### src/hdl/isst_pkg.sv
// Shared types and codes for the interval set subtract table.
package isst_pkg;

	// Request codes carried by req_type.
	localparam logic [1:0] REQ_SUBTRACT = 2'd0;
	localparam logic [1:0] REQ_QUERY    = 2'd1;
	localparam logic [1:0] REQ_RESTART  = 2'd2;

	// Configuration register indexes.
	localparam logic CFG_INITIAL_LOW  = 1'b0;
	localparam logic CFG_INITIAL_HIGH = 1'b1;

	localparam int unsigned VALUE_W = 32;

	typedef enum logic [3:0] {
		ST_IDLE,
		ST_RESTART,
		ST_WALK_RD,
		ST_WALK_EV,
		ST_SPLIT_B,
		ST_SH_RD,
		ST_SH_WR,
		ST_SPLIT_B_SH,
		ST_COPY_RD,
		ST_COPY_WR,
		ST_Q_RD,
		ST_Q_EV,
		ST_DONE
	} state_t;

	typedef enum logic [3:0] {
		OP_NONE,
		OP_CAPTURE,
		OP_RESTART,
		OP_READ_RD,
		OP_READ_K,
		OP_KEEP,
		OP_REMOVE,
		OP_CLIP_HI,
		OP_CLIP_LO,
		OP_SPLIT_A,
		OP_SPLIT_B,
		OP_OVF,
		OP_SHIFT,
		OP_QUERY,
		OP_LOAD_OUT
	} op_t;

	// How the entry under the walk relates to the range being removed.
	typedef enum logic [2:0] {
		CL_KEEP,
		CL_COVER,
		CL_CLIP_HI,
		CL_CLIP_LO,
		CL_SPLIT
	} seg_class_t;

	typedef struct packed {
		logic       rd_lt_end;
		logic       wr_eq_rd;
		logic       k_gt_wr;
		logic       full;
		seg_class_t cls;
	} dp_status_t;

endpackage

### src/hdl/isst_datapath.sv
// Segment store, walk pointers, length accumulator and result registers.
module isst_datapath #(
	parameter int unsigned MAX_SEGMENTS = 16
) (
	input  logic                              clk,
	input  logic                              arst_n,
	input  isst_pkg::op_t                     op,
	input  logic signed [31:0]                start_value,
	input  logic signed [31:0]                end_value,
	input  logic signed [31:0]                init_low,
	input  logic signed [31:0]                init_high,
	output isst_pkg::dp_status_t              status,
	output logic                              is_inside,
	output logic [$clog2(MAX_SEGMENTS+1)-1:0] segment_count,
	output logic [31:0]                       total_length,
	output logic                              overflow
);
	import isst_pkg::*;

	localparam int unsigned IW = (MAX_SEGMENTS > 1) ? $clog2(MAX_SEGMENTS) : 1;
	localparam int unsigned CW = $clog2(MAX_SEGMENTS + 1);

	logic signed [31:0] lo_mem [MAX_SEGMENTS];
	logic signed [31:0] hi_mem [MAX_SEGMENTS];

	logic signed [31:0] rlo_q, rhi_q;
	logic signed [31:0] f_q, t_q, split_hi_q;
	logic [CW-1:0]      cnt_q, end_q, rd_q, wr_q, k_q;
	logic [31:0]        sum_q;
	logic               inside_q, ovf_q;

	logic               is_inside_q, overflow_q;
	logic [CW-1:0]      count_out_q;
	logic [31:0]        length_out_q;

	logic               we, re;
	logic [CW-1:0]      waddr_c, raddr_c;
	logic signed [31:0] wlo, whi;
	logic [31:0]        add_a, add_b, sum_next;
	logic               pt_hit;
	seg_class_t         cls;

	// classification in the priority order of the walk
	always_comb begin
		if (f_q > rhi_q || t_q < rlo_q)
			cls = CL_KEEP;
		else if (rlo_q >= f_q && rhi_q <= t_q)
			cls = CL_COVER;
		else if (f_q > rlo_q && f_q < rhi_q && t_q >= rhi_q)
			cls = CL_CLIP_HI;
		else if (t_q > rlo_q && t_q <= rhi_q && f_q <= rlo_q)
			cls = CL_CLIP_LO;
		else if (f_q > rlo_q && t_q < rhi_q)
			cls = CL_SPLIT;
		else
			cls = CL_KEEP;
	end

	assign pt_hit = (rlo_q < f_q) && (rhi_q > f_q);

	assign status.rd_lt_end = rd_q < end_q;
	assign status.wr_eq_rd  = wr_q == rd_q;
	assign status.k_gt_wr   = k_q > wr_q;
	assign status.full      = cnt_q == CW'(MAX_SEGMENTS);
	assign status.cls       = cls;

	// memory port steering
	always_comb begin
		we      = 1'b0;
		waddr_c = wr_q;
		wlo     = rlo_q;
		whi     = rhi_q;
		case (op)
			OP_KEEP: begin
				we = 1'b1;
			end
			OP_CLIP_HI, OP_SPLIT_A: begin
				we  = 1'b1;
				whi = f_q;
			end
			OP_CLIP_LO: begin
				we  = 1'b1;
				wlo = t_q;
			end
			OP_SPLIT_B: begin
				we      = 1'b1;
				waddr_c = wr_q + CW'(1);
				wlo     = t_q;
				whi     = split_hi_q;
			end
			OP_SHIFT: begin
				we      = 1'b1;
				waddr_c = k_q + CW'(1);
			end
			OP_RESTART: begin
				we      = 1'b1;
				waddr_c = '0;
				wlo     = init_low;
				whi     = init_high;
			end
			default: begin
				we = 1'b0;
			end
		endcase
	end

	assign re      = (op == OP_READ_RD) || (op == OP_READ_K);
	assign raddr_c = (op == OP_READ_K) ? k_q : rd_q;

	always_ff @(posedge clk) begin
		if (we) begin
			lo_mem[waddr_c[IW-1:0]] <= wlo;
			hi_mem[waddr_c[IW-1:0]] <= whi;
		end
		if (re) begin
			rlo_q <= lo_mem[raddr_c[IW-1:0]];
			rhi_q <= hi_mem[raddr_c[IW-1:0]];
		end
	end

	// length delta: sum + a - b
	always_comb begin
		add_a = '0;
		add_b = '0;
		case (op)
			OP_REMOVE: begin
				add_a = rlo_q;
				add_b = rhi_q;
			end
			OP_CLIP_HI: begin
				add_a = f_q;
				add_b = rhi_q;
			end
			OP_CLIP_LO: begin
				add_a = rlo_q;
				add_b = t_q;
			end
			OP_SPLIT_A: begin
				add_a = f_q;
				add_b = t_q;
			end
			default: begin
				add_a = '0;
				add_b = '0;
			end
		endcase
	end

	assign sum_next = sum_q + add_a - add_b;

	always_ff @(posedge clk or negedge arst_n) begin
		if (!arst_n) begin
			cnt_q    <= '0;
			sum_q    <= '0;
			end_q    <= '0;
			rd_q     <= '0;
			wr_q     <= '0;
			k_q      <= '0;
			inside_q <= 1'b0;
			ovf_q    <= 1'b0;
		end else begin
			case (op)
				OP_CAPTURE: begin
					end_q    <= cnt_q;
					rd_q     <= '0;
					wr_q     <= '0;
					inside_q <= 1'b0;
					ovf_q    <= 1'b0;
				end
				OP_RESTART: begin
					cnt_q <= CW'(1);
					sum_q <= init_high - init_low;
				end
				OP_KEEP, OP_CLIP_HI: begin
					wr_q  <= wr_q + CW'(1);
					rd_q  <= rd_q + CW'(1);
					sum_q <= sum_next;
				end
				OP_CLIP_LO: begin
					wr_q  <= wr_q + CW'(1);
					rd_q  <= rd_q + CW'(1);
					sum_q <= sum_next;
				end
				OP_REMOVE: begin
					rd_q  <= rd_q + CW'(1);
					cnt_q <= cnt_q - CW'(1);
					sum_q <= sum_next;
				end
				OP_SPLIT_A: begin
					k_q   <= cnt_q - CW'(1);
					sum_q <= sum_next;
				end
				OP_SPLIT_B: begin
					wr_q  <= wr_q + CW'(2);
					rd_q  <= rd_q + CW'(1);
					cnt_q <= cnt_q + CW'(1);
				end
				OP_SHIFT: begin
					k_q <= k_q - CW'(1);
				end
				OP_OVF: begin
					ovf_q <= 1'b1;
				end
				OP_QUERY: begin
					rd_q     <= rd_q + CW'(1);
					inside_q <= inside_q | pt_hit;
				end
				default: begin
					cnt_q <= cnt_q;
				end
			endcase
		end
	end

	// operands, kept split piece, result payload
	always_ff @(posedge clk) begin
		if (op == OP_CAPTURE) begin
			f_q <= start_value;
			t_q <= end_value;
		end
		if (op == OP_SPLIT_A)
			split_hi_q <= rhi_q;
		if (op == OP_LOAD_OUT) begin
			is_inside_q  <= inside_q;
			overflow_q   <= ovf_q;
			count_out_q  <= cnt_q;
			length_out_q <= sum_q;
		end
	end

	assign is_inside     = is_inside_q;
	assign overflow      = overflow_q;
	assign segment_count = count_out_q;
	assign total_length  = length_out_q;

endmodule

### src/hdl/isst_ctrl.sv
// Sequencer for restart, subtract walk, table shift and point query.
module isst_ctrl (
	input  logic                 clk,
	input  logic                 arst_n,
	input  logic                 in_valid,
	input  logic [1:0]           req_type,
	input  logic                 out_stall,
	input  isst_pkg::dp_status_t status,
	output isst_pkg::op_t        op,
	output logic                 in_stall,
	output logic                 out_valid
);
	import isst_pkg::*;

	state_t state_q, state_nxt;
	logic   out_valid_q;
	logic   out_free;
	logic   copy_go;

	assign out_free = !out_valid_q || !out_stall;
	assign copy_go  = status.rd_lt_end && !status.wr_eq_rd;

	always_comb begin
		state_nxt = state_q;
		case (state_q)
			ST_IDLE: begin
				if (in_valid) begin
					case (req_type)
						REQ_SUBTRACT: state_nxt = ST_WALK_RD;
						REQ_QUERY:    state_nxt = ST_Q_RD;
						REQ_RESTART:  state_nxt = ST_RESTART;
						default:      state_nxt = ST_DONE;
					endcase
				end
			end
			ST_RESTART: state_nxt = ST_DONE;
			ST_WALK_RD: state_nxt = status.rd_lt_end ? ST_WALK_EV : ST_DONE;
			ST_WALK_EV: begin
				case (status.cls)
					CL_CLIP_LO: state_nxt = ST_COPY_RD;
					CL_SPLIT: begin
						if (status.full)
							state_nxt = ST_COPY_RD;
						else if (status.wr_eq_rd)
							state_nxt = ST_SH_RD;
						else
							state_nxt = ST_SPLIT_B;
					end
					default: state_nxt = ST_WALK_RD;
				endcase
			end
			ST_SPLIT_B:    state_nxt = ST_COPY_RD;
			ST_SH_RD:      state_nxt = status.k_gt_wr ? ST_SH_WR : ST_SPLIT_B_SH;
			ST_SH_WR:      state_nxt = ST_SH_RD;
			ST_SPLIT_B_SH: state_nxt = ST_DONE;
			ST_COPY_RD:    state_nxt = copy_go ? ST_COPY_WR : ST_DONE;
			ST_COPY_WR:    state_nxt = ST_COPY_RD;
			ST_Q_RD:       state_nxt = status.rd_lt_end ? ST_Q_EV : ST_DONE;
			ST_Q_EV:       state_nxt = ST_Q_RD;
			ST_DONE:       state_nxt = out_free ? ST_IDLE : ST_DONE;
			default:       state_nxt = ST_IDLE;
		endcase
	end

	always_comb begin
		op = OP_NONE;
		case (state_q)
			ST_IDLE:    op = in_valid ? OP_CAPTURE : OP_NONE;
			ST_RESTART: op = OP_RESTART;
			ST_WALK_RD: op = status.rd_lt_end ? OP_READ_RD : OP_NONE;
			ST_WALK_EV: begin
				case (status.cls)
					CL_COVER:   op = OP_REMOVE;
					CL_CLIP_HI: op = OP_CLIP_HI;
					CL_CLIP_LO: op = OP_CLIP_LO;
					CL_SPLIT:   op = status.full ? OP_OVF : OP_SPLIT_A;
					default:    op = OP_KEEP;
				endcase
			end
			ST_SPLIT_B, ST_SPLIT_B_SH: op = OP_SPLIT_B;
			ST_SH_RD:   op = status.k_gt_wr ? OP_READ_K : OP_NONE;
			ST_SH_WR:   op = OP_SHIFT;
			ST_COPY_RD: op = copy_go ? OP_READ_RD : OP_NONE;
			ST_COPY_WR: op = OP_KEEP;
			ST_Q_RD:    op = status.rd_lt_end ? OP_READ_RD : OP_NONE;
			ST_Q_EV:    op = OP_QUERY;
			ST_DONE:    op = out_free ? OP_LOAD_OUT : OP_NONE;
			default:    op = OP_NONE;
		endcase
	end

	assign in_stall  = state_q != ST_IDLE;
	assign out_valid = out_valid_q;

	always_ff @(posedge clk or negedge arst_n) begin
		if (!arst_n) begin
			state_q     <= ST_IDLE;
			out_valid_q <= 1'b0;
		end else begin
			state_q <= state_nxt;
			if (op == OP_LOAD_OUT)
				out_valid_q <= 1'b1;
			else if (!out_stall)
				out_valid_q <= 1'b0;
		end
	end

endmodule

### src/hdl/interval_set_subtract_table_unit.sv
// Top level of the interval set subtract table: config registers, sequencer, datapath.
//
// Holds up to MAX_SEGMENTS signed Q16.16 segments [low,high] in order. A restart item
// (req_type 2) loads the configured segment; a subtract item (0) walks the table and
// removes, clips or splits segments against [start_value,end_value], raising overflow
// when a split finds the table full; a query item (1) reports whether start_value lies
// strictly inside a segment; req_type 3 changes nothing. Every item gives one result
// with the segment count and total length. Items are taken one at a time: in_stall
// stays high from acceptance until the result is loaded into the output register.
// Timing is set by the segment memory: each entry touched is first read into a register
// and then evaluated or written back. A query reads and tests every held segment; a
// subtract walks the entries, copies entries down after a removal and writes the second
// piece of a split; a split with no earlier removal instead shifts the following entries
// up before writing its second piece. A finished result waits in the output register
// while the next item is taken.
// The segment store has no reset; only entries below the count are ever read.
module interval_set_subtract_table_unit #(
	parameter int unsigned MAX_SEGMENTS = 16
) (
	input  logic                              clk,
	input  logic                              arst_n,
	// request channel
	input  logic                              in_valid,
	output logic                              in_stall,
	input  logic [1:0]                        req_type,
	input  logic signed [31:0]                start_value,
	input  logic signed [31:0]                end_value,
	// result channel
	output logic                              out_valid,
	input  logic                              out_stall,
	output logic                              is_inside,
	output logic [$clog2(MAX_SEGMENTS+1)-1:0] segment_count,
	output logic [31:0]                       total_length,
	output logic                              overflow,
	// configuration write channel
	input  logic                              cfg_valid,
	output logic                              cfg_ready,
	input  logic                              cfg_index,
	input  logic [31:0]                       cfg_data
);
	import isst_pkg::*;

	logic signed [31:0] initial_low_q, initial_high_q;
	op_t                op;
	dp_status_t         status;

	// Always taken; the user must write config only while the block is idle.
	assign cfg_ready = 1'b1;

	always_ff @(posedge clk or negedge arst_n) begin
		if (!arst_n) begin
			initial_low_q  <= 32'sd0;
			initial_high_q <= 32'sd411775;	// 2*pi in Q16.16
		end else if (cfg_valid && cfg_ready) begin
			case (cfg_index)
				CFG_INITIAL_LOW:  initial_low_q  <= cfg_data;
				CFG_INITIAL_HIGH: initial_high_q <= cfg_data;
				default:          initial_low_q  <= initial_low_q;
			endcase
		end
	end

	// Sequencer: decides each cycle's datapath operation from the walk status.
	isst_ctrl u_ctrl (
		.clk       (clk),
		.arst_n    (arst_n),
		.in_valid  (in_valid),
		.req_type  (req_type),
		.out_stall (out_stall),
		.status    (status),
		.op        (op),
		.in_stall  (in_stall),
		.out_valid (out_valid)
	);

	// Datapath: segment memory, read/write pointers, running length, result regs.
	isst_datapath #(
		.MAX_SEGMENTS (MAX_SEGMENTS)
	) u_dp (
		.clk           (clk),
		.arst_n        (arst_n),
		.op            (op),
		.start_value   (start_value),
		.end_value     (end_value),
		.init_low      (initial_low_q),
		.init_high     (initial_high_q),
		.status        (status),
		.is_inside     (is_inside),
		.segment_count (segment_count),
		.total_length  (total_length),
		.overflow      (overflow)
	);

`ifndef NO_ASSERTIONS
	// An accepted item always makes the block busy on the next cycle.
	a_busy_after_accept: assert property (@(posedge clk) disable iff (!arst_n)
		(in_valid && !in_stall) |=> in_stall)
		else $error("block took an item without going busy");

	// The table never reports more segments than it holds.
	a_count_bound: assert property (@(posedge clk) disable iff (!arst_n)
		out_valid |-> (segment_count <= ($clog2(MAX_SEGMENTS+1))'(MAX_SEGMENTS)))
		else $error("segment count above table size");

	// A dropped split only happens with a full, unchanged table.
	a_ovf_full: assert property (@(posedge clk) disable iff (!arst_n)
		(out_valid && overflow) |->
			(segment_count == ($clog2(MAX_SEGMENTS+1))'(MAX_SEGMENTS)))
		else $error("overflow with table not full");

	// A result never has both is_inside and overflow set.
	a_flags_exclusive: assert property (@(posedge clk) disable iff (!arst_n)
		out_valid |-> !(is_inside && overflow))
		else $error("is_inside and overflow both set");
`endif

endmodule
### config.mk
export PLATFORM = sky130hd
export DESIGN_NAME = interval_set_subtract_table_unit
export DESIGN_NICKNAME = d
export VERILOG_FILES = /design/src/hdl/isst_pkg.sv /design/src/hdl/isst_datapath.sv /design/src/hdl/isst_ctrl.sv /design/src/hdl/interval_set_subtract_table_unit.sv
export SDC_FILE = /design/constraint.sdc
export NUM_CORES = 2
export LEC_CHECK = 0
export BUFFER_PORTS_ARGS = -buffer_cell sky130_fd_sc_hd__buf_4
export CAP_MARGIN = 20
export CELL_PAD_IN_SITES_DETAIL_PLACEMENT = 0
export CELL_PAD_IN_SITES_GLOBAL_PLACEMENT = 1
export CORE_MARGIN = 2
export CORE_UTILIZATION = 45
export DETAILED_ROUTE_END_ITERATION = 12
export PLACE_DENSITY_LB_ADDON = 0.1
export SLEW_MARGIN = 30
export SYNTH_ARGS = -nofsm -noshare
export SYNTH_HDL_FRONTEND = slang
export SYNTH_SLANG_ARGS = --single-unit
### constraint.sdc
create_clock -name clk -period 6.55 [get_ports clk]
set_input_delay 1.31 -clock clk [delete_from_list [all_inputs] [get_ports clk]]
set_output_delay 1.31 -clock clk [all_outputs]
set_load 0.02 [all_outputs]
==> flow_results.org <==
** Finish
- From synthesis to final layout, the design area changed by 18.59%.
- Post-Route Utilization :: between 50% and 60%
- Total Nets Final :: about 4700
- Most frequent cells in the layout :: 1223 x sky130_fd_sc_hd__edfxtp_1, 497 x sky130_fd_sc_hd__buf_4, 380 x sky130_fd_sc_hd__nand2_1, 256 x sky130_fd_sc_hd__mux4_2, 237 x sky130_fd_sc_hd__inv_1
- Leading cell type in the layout, fill and taps excluded :: sky130_fd_sc_hd__edfxtp_1
- The filler cells instantiated in the layout total 10970.
- Layout cells sized above 1 :: between 20% and 30%

** Die
- Width of the chip :: between 300 and 400 um
- roughly 150 I/O pins were placed.
- The total area inside the core boundary comes to 133100 um2.
- The initialized floorplan defines 134 standard-cell rows.
- Die area :: 136600 um2
- Once the floorplan was initialized, standard cells occupied 45.20% of the core.
- Die Y-Extent :: ~370 um

** Global routing
- For this run, the total global-route usage over all layers was measured as between 20% and 30%.
- Via count of the first global-routing pass :: 36180
- Entering global routing, the biggest net connects between 70 and 80 pins.
- Wire length of the first global-routing pass :: 264600 um
- The number of antenna violations at the first check in global routing is 8.
- Global routing finished with a remaining overflow of 0.

** STA
- Final hold violation count :: 0
- Headroom to the max-slew limit came out at between 20% and 30%.
- Clock skew :: 0.04238 ns
- In the finished design, the share of the clock period the worst path needs comes to a little over nine tenths.
- Final number of setup-violating endpoints :: 0
- In the final timing run, aggregate negative setup slack is 0 ns.
- Static timing analysis puts the maximum clock frequency at ~0.15 GHz.
- Min Clock Period, post-route :: 6.483 ns
- Count of final max-slew check failures :: 0
- Slew at the pin closest to its max-slew limit :: around 1.1 ns
- The worst path meets setup with between 0.06 and 0.07 ns of slack.
- Smallest hold slack :: about 0.44 ns

** Clock network
- Clock-pin slew was measured on the worst setup and hold paths at about 0.060 ns.
- The H-tree was split into 4 levels.
- Clock root buffer master :: sky130_fd_sc_hd__clkbuf_16
- Cts bufs inserted :: about 150
- Clock latency on the worst-skew pair, taken at its later pin, is about 0.79 ns.
- Clock tree buffer depth :: 3
- CTS tree :: built
- Hold buffers post-CTS :: 0
- Number of sinks handled by clock tree synthesis :: 1351

** Worst setup path
- For the worst flop-to-flop path, the logic depth is 30.
- Kind of capture point of the worst setup path :: register
- Of all nets on the critical path, the largest fanout is 13.
- Crit-path slowest cell :: sky130_fd_sc_hd__fa_1
- WP data required :: between 7 and 8 ns
- Kind of critical path :: reg -> reg
- Arrival @ worst endpoint :: 7.09 ns
- For this run, the slowest stage of the critical path takes approximately 0.47 ns.
- Most Frequent Cell on Critical Path :: sky130_fd_sc_hd__buf_4
- Startpoint kind of the worst setup timing path :: register

** Logic synthesis
- Netlist area before placement :: 60170 um2
- Synth unique cells :: 83
- Counting flops with a built-in enable in the synthesized netlist gives 1223.
- In this run the mean area of a mapped cell was about 15 um2.
- In the synthesized netlist the dominant register cell turns out to be sky130_fd_sc_hd__edfxtp_1.
- Post-synthesis sequential area ratio :: between 60% and 70%
- The cell count after synthesis came out at around 3900.
- FFs w/ async S/R, synth :: roughly a tenth
- Post-synthesis net count :: roughly 4200
- Yosys printed 0 warnings.
- Synthesis inferred about 1400 register bits.

** Min path
- Cell depth of the worst min-delay path :: 0
- The tightest min-delay check is of the reg -> reg type.

** Flow run
- Number of violations of the max-capacitance limit :: 0

** Placed design
- Summed over all nets, the half-perimeter wirelength after detailed placement is 122300 um.
- Global placer's final weighted congestion :: slightly above 0.9
- Dpl ws :: -0.09291 ns
- The count of buffers added on input and output ports is roughly 140.

** Drt
- Vias/cell :: between 5 and 6
- Number of routed nets with antenna violations :: 0
- After detailed routing, the average wire length per cell comes to 29.51 um.
- For this run, design rule violations remaining after detail routing come to 0.
- Routed wire length :: approximately 190000 um
- Iteration-0 DRC Markers :: just over 4000
- Detailed routing inserted a total of between 30000 and 40000 vias.
- The first TritonRoute pass finished after 5 iterations.

** Power
- VDD sags by at most 260.7 uV.
- Leakage power of the design :: roughly 26 nW
- For this design the ratio of total power to cell area is around 500 nW/um2.
- The design draws roughly 36 mW.

** Run status
- The run finished with clean final reports.
## final timing paths
path | from | end | slack (ns)
setup / recovery | u_dp.t_q[19] | u_dp.sum_q[27] | 0.07
hold / removal | u_dp.sum_q[17] | u_dp.total_length[17] | 0.44
setup reg to reg | u_dp.t_q[19] | u_dp.sum_q[27] | 0.07
hold reg to reg | u_dp.sum_q[17] | u_dp.total_length[17] | 0.44
max in group asynchronous | arst_n | initial_high_q[12] | 4.60
min in group asynchronous | arst_n | u_dp.end_q[2] | 0.60
## Yosys cell counts (24+ instances only)
| library cell | instances | area (um2) |
|---|---|---|
| sky130_fd_sc_hd__a211oi_1 | 83 | 623.1 |
| sky130_fd_sc_hd__ha_1 | 207 | 2590 |
| sky130_fd_sc_hd__nand2_1 | 383 | 1438 |
| sky130_fd_sc_hd__edfxtp_1 | 1223 | 36730 |
| sky130_fd_sc_hd__xnor2_1 | 45 | 394.1 |
| sky130_fd_sc_hd__buf_2 | 36 | 180.2 |
| sky130_fd_sc_hd__mux4_2 | 256 | 5766 |
| sky130_fd_sc_hd__buf_1 | 24 | 90.09 |
| sky130_fd_sc_hd__clkbuf_1 | 117 | 439.2 |
| sky130_fd_sc_hd__nor2_1 | 117 | 439.2 |
| sky130_fd_sc_hd__nand4_1 | 28 | 175.2 |
| sky130_fd_sc_hd__inv_1 | 242 | 908.4 |
| sky130_fd_sc_hd__mux2_2 | 36 | 405.4 |
| sky130_fd_sc_hd__a21o_1 | 47 | 352.8 |
| sky130_fd_sc_hd__o21ai_0 | 166 | 830.8 |
| sky130_fd_sc_hd__nand3_1 | 44 | 220.2 |
| sky130_fd_sc_hd__a221o_1 | 36 | 360.4 |
| sky130_fd_sc_hd__nor3_1 | 58 | 290.3 |
| sky130_fd_sc_hd__fa_1 | 32 | 640.6 |
| sky130_fd_sc_hd__dfrtp_1 | 117 | 2928 |
| sky130_fd_sc_hd__a21oi_1 | 106 | 530.5 |
| sky130_fd_sc_hd__and2_1 | 70 | 437.9 |
| sky130_fd_sc_hd__a22oi_1 | 51 | 382.9 |
| sky130_fd_sc_hd__a31oi_1 | 98 | 613.1 |
## power breakdown
| group | total [mW] | leakage (nW) | internal, mW | switching (mW) |
|---|---|---|---|---|
| sequential | 13.2 | 12.6 | 12.5 | 0.681 |
| combinational | 15.0 | 11.0 | 5.75 | 9.22 |
| clock | 8.15 | 2.27 | 4.67 | 3.48 |
| total | 36.3 | 25.9 | 22.9 | 13.4 |
## flip-flops by register name (all words and copies together), names as in the netlist
signal	cells
u_dp.rlo_q	32
u_dp.inside_q	1
initial_high_q	32
u_dp.rhi_q	32
u_dp.rd_q	5
u_dp.overflow	1
u_dp.t_q	32
u_dp.split_hi_q	32
u_ctrl.state_q	4
u_dp.k_q	5
u_dp.hi_mem	512
u_dp.lo_mem	512
u_dp.sum_q	32
u_dp.wr_q	5
u_dp.f_q	32
u_ctrl.out_valid	1
u_dp.is_inside	1
initial_low_q	32
u_dp.ovf_q	1
u_dp.segment_count	5
u_dp.total_length	32
u_dp.end_q	5
u_dp.cnt_q	5
## worst max-delay path: cells and delay by family, from the launching register on
family / cells / cell delay (ns)
compound gates: 13 / 2.57
xor+xnor: 1 / 0.09
fa+ha+maj: 3 / 0.95
buf+inv: 7 / 1.13
flops: 1 / 0.42
simple gates: 6 / 1.14
## stage by stage
step	area [um2]	instances
floorplan	60170	3894
global placement	66170	5999
detailed placement	66170	5999
CTS	70910	6260
global route	71350	6280
finish	71350	6281
## repair_timing
| action | 4_1_cts | 5_1_grt |
|---|---|---|
| endpoints found under the setup margin | 6 | 12 |
| endpoints found under the hold margin | 0 | 0 |
| setup buffers | 0 | 19 |
| pin swaps | 1 | 31 |
| gates resized for setup | 6 | 65 |
| gates cloned | 0 | 2 |
## routing by layer
metal	global-route usage, %	wire length (um)	vias to the layer above	share of wire, %
met5	0	13	-	0.0070
met4	7.630	5118	2	2.8
met3	4.031	12950	260	7.0
met2	41.76	84520	1380	46
met1	40.62	82780	19110	45
li1	-	-	16170	-
## final cells by class
type / count / area (um2) / area share [%]
antenna: 1 / 2.502 / 0.003507
clock buffer: 185 / 3851 / 5.397
clock inverter: 76 / 864.6 / 1.212
inverter: 243 / 913.4 / 1.280
multi-input combinational: 2118 / 19030 / 26.66
sequential: 1351 / 39940 / 55.98
tap: 1768 / 2212 / 3.100
timing repair buffer: 539 / 4542 / 6.365
## cell families after synthesis
kind of cell / after synthesis / synth area share [%]
compound gates: 717 / 7.948
mux: 302 / 10.42
flops: 1351 / 66.38
buf+inv: 425 / 2.757
other cells: 1 / 0.006233
xor+xnor: 66 / 0.9607
simple gates: 793 / 6.151
fa+ha+maj: 239 / 5.369
No activity file was read; power rests on OpenSTA's default activity.
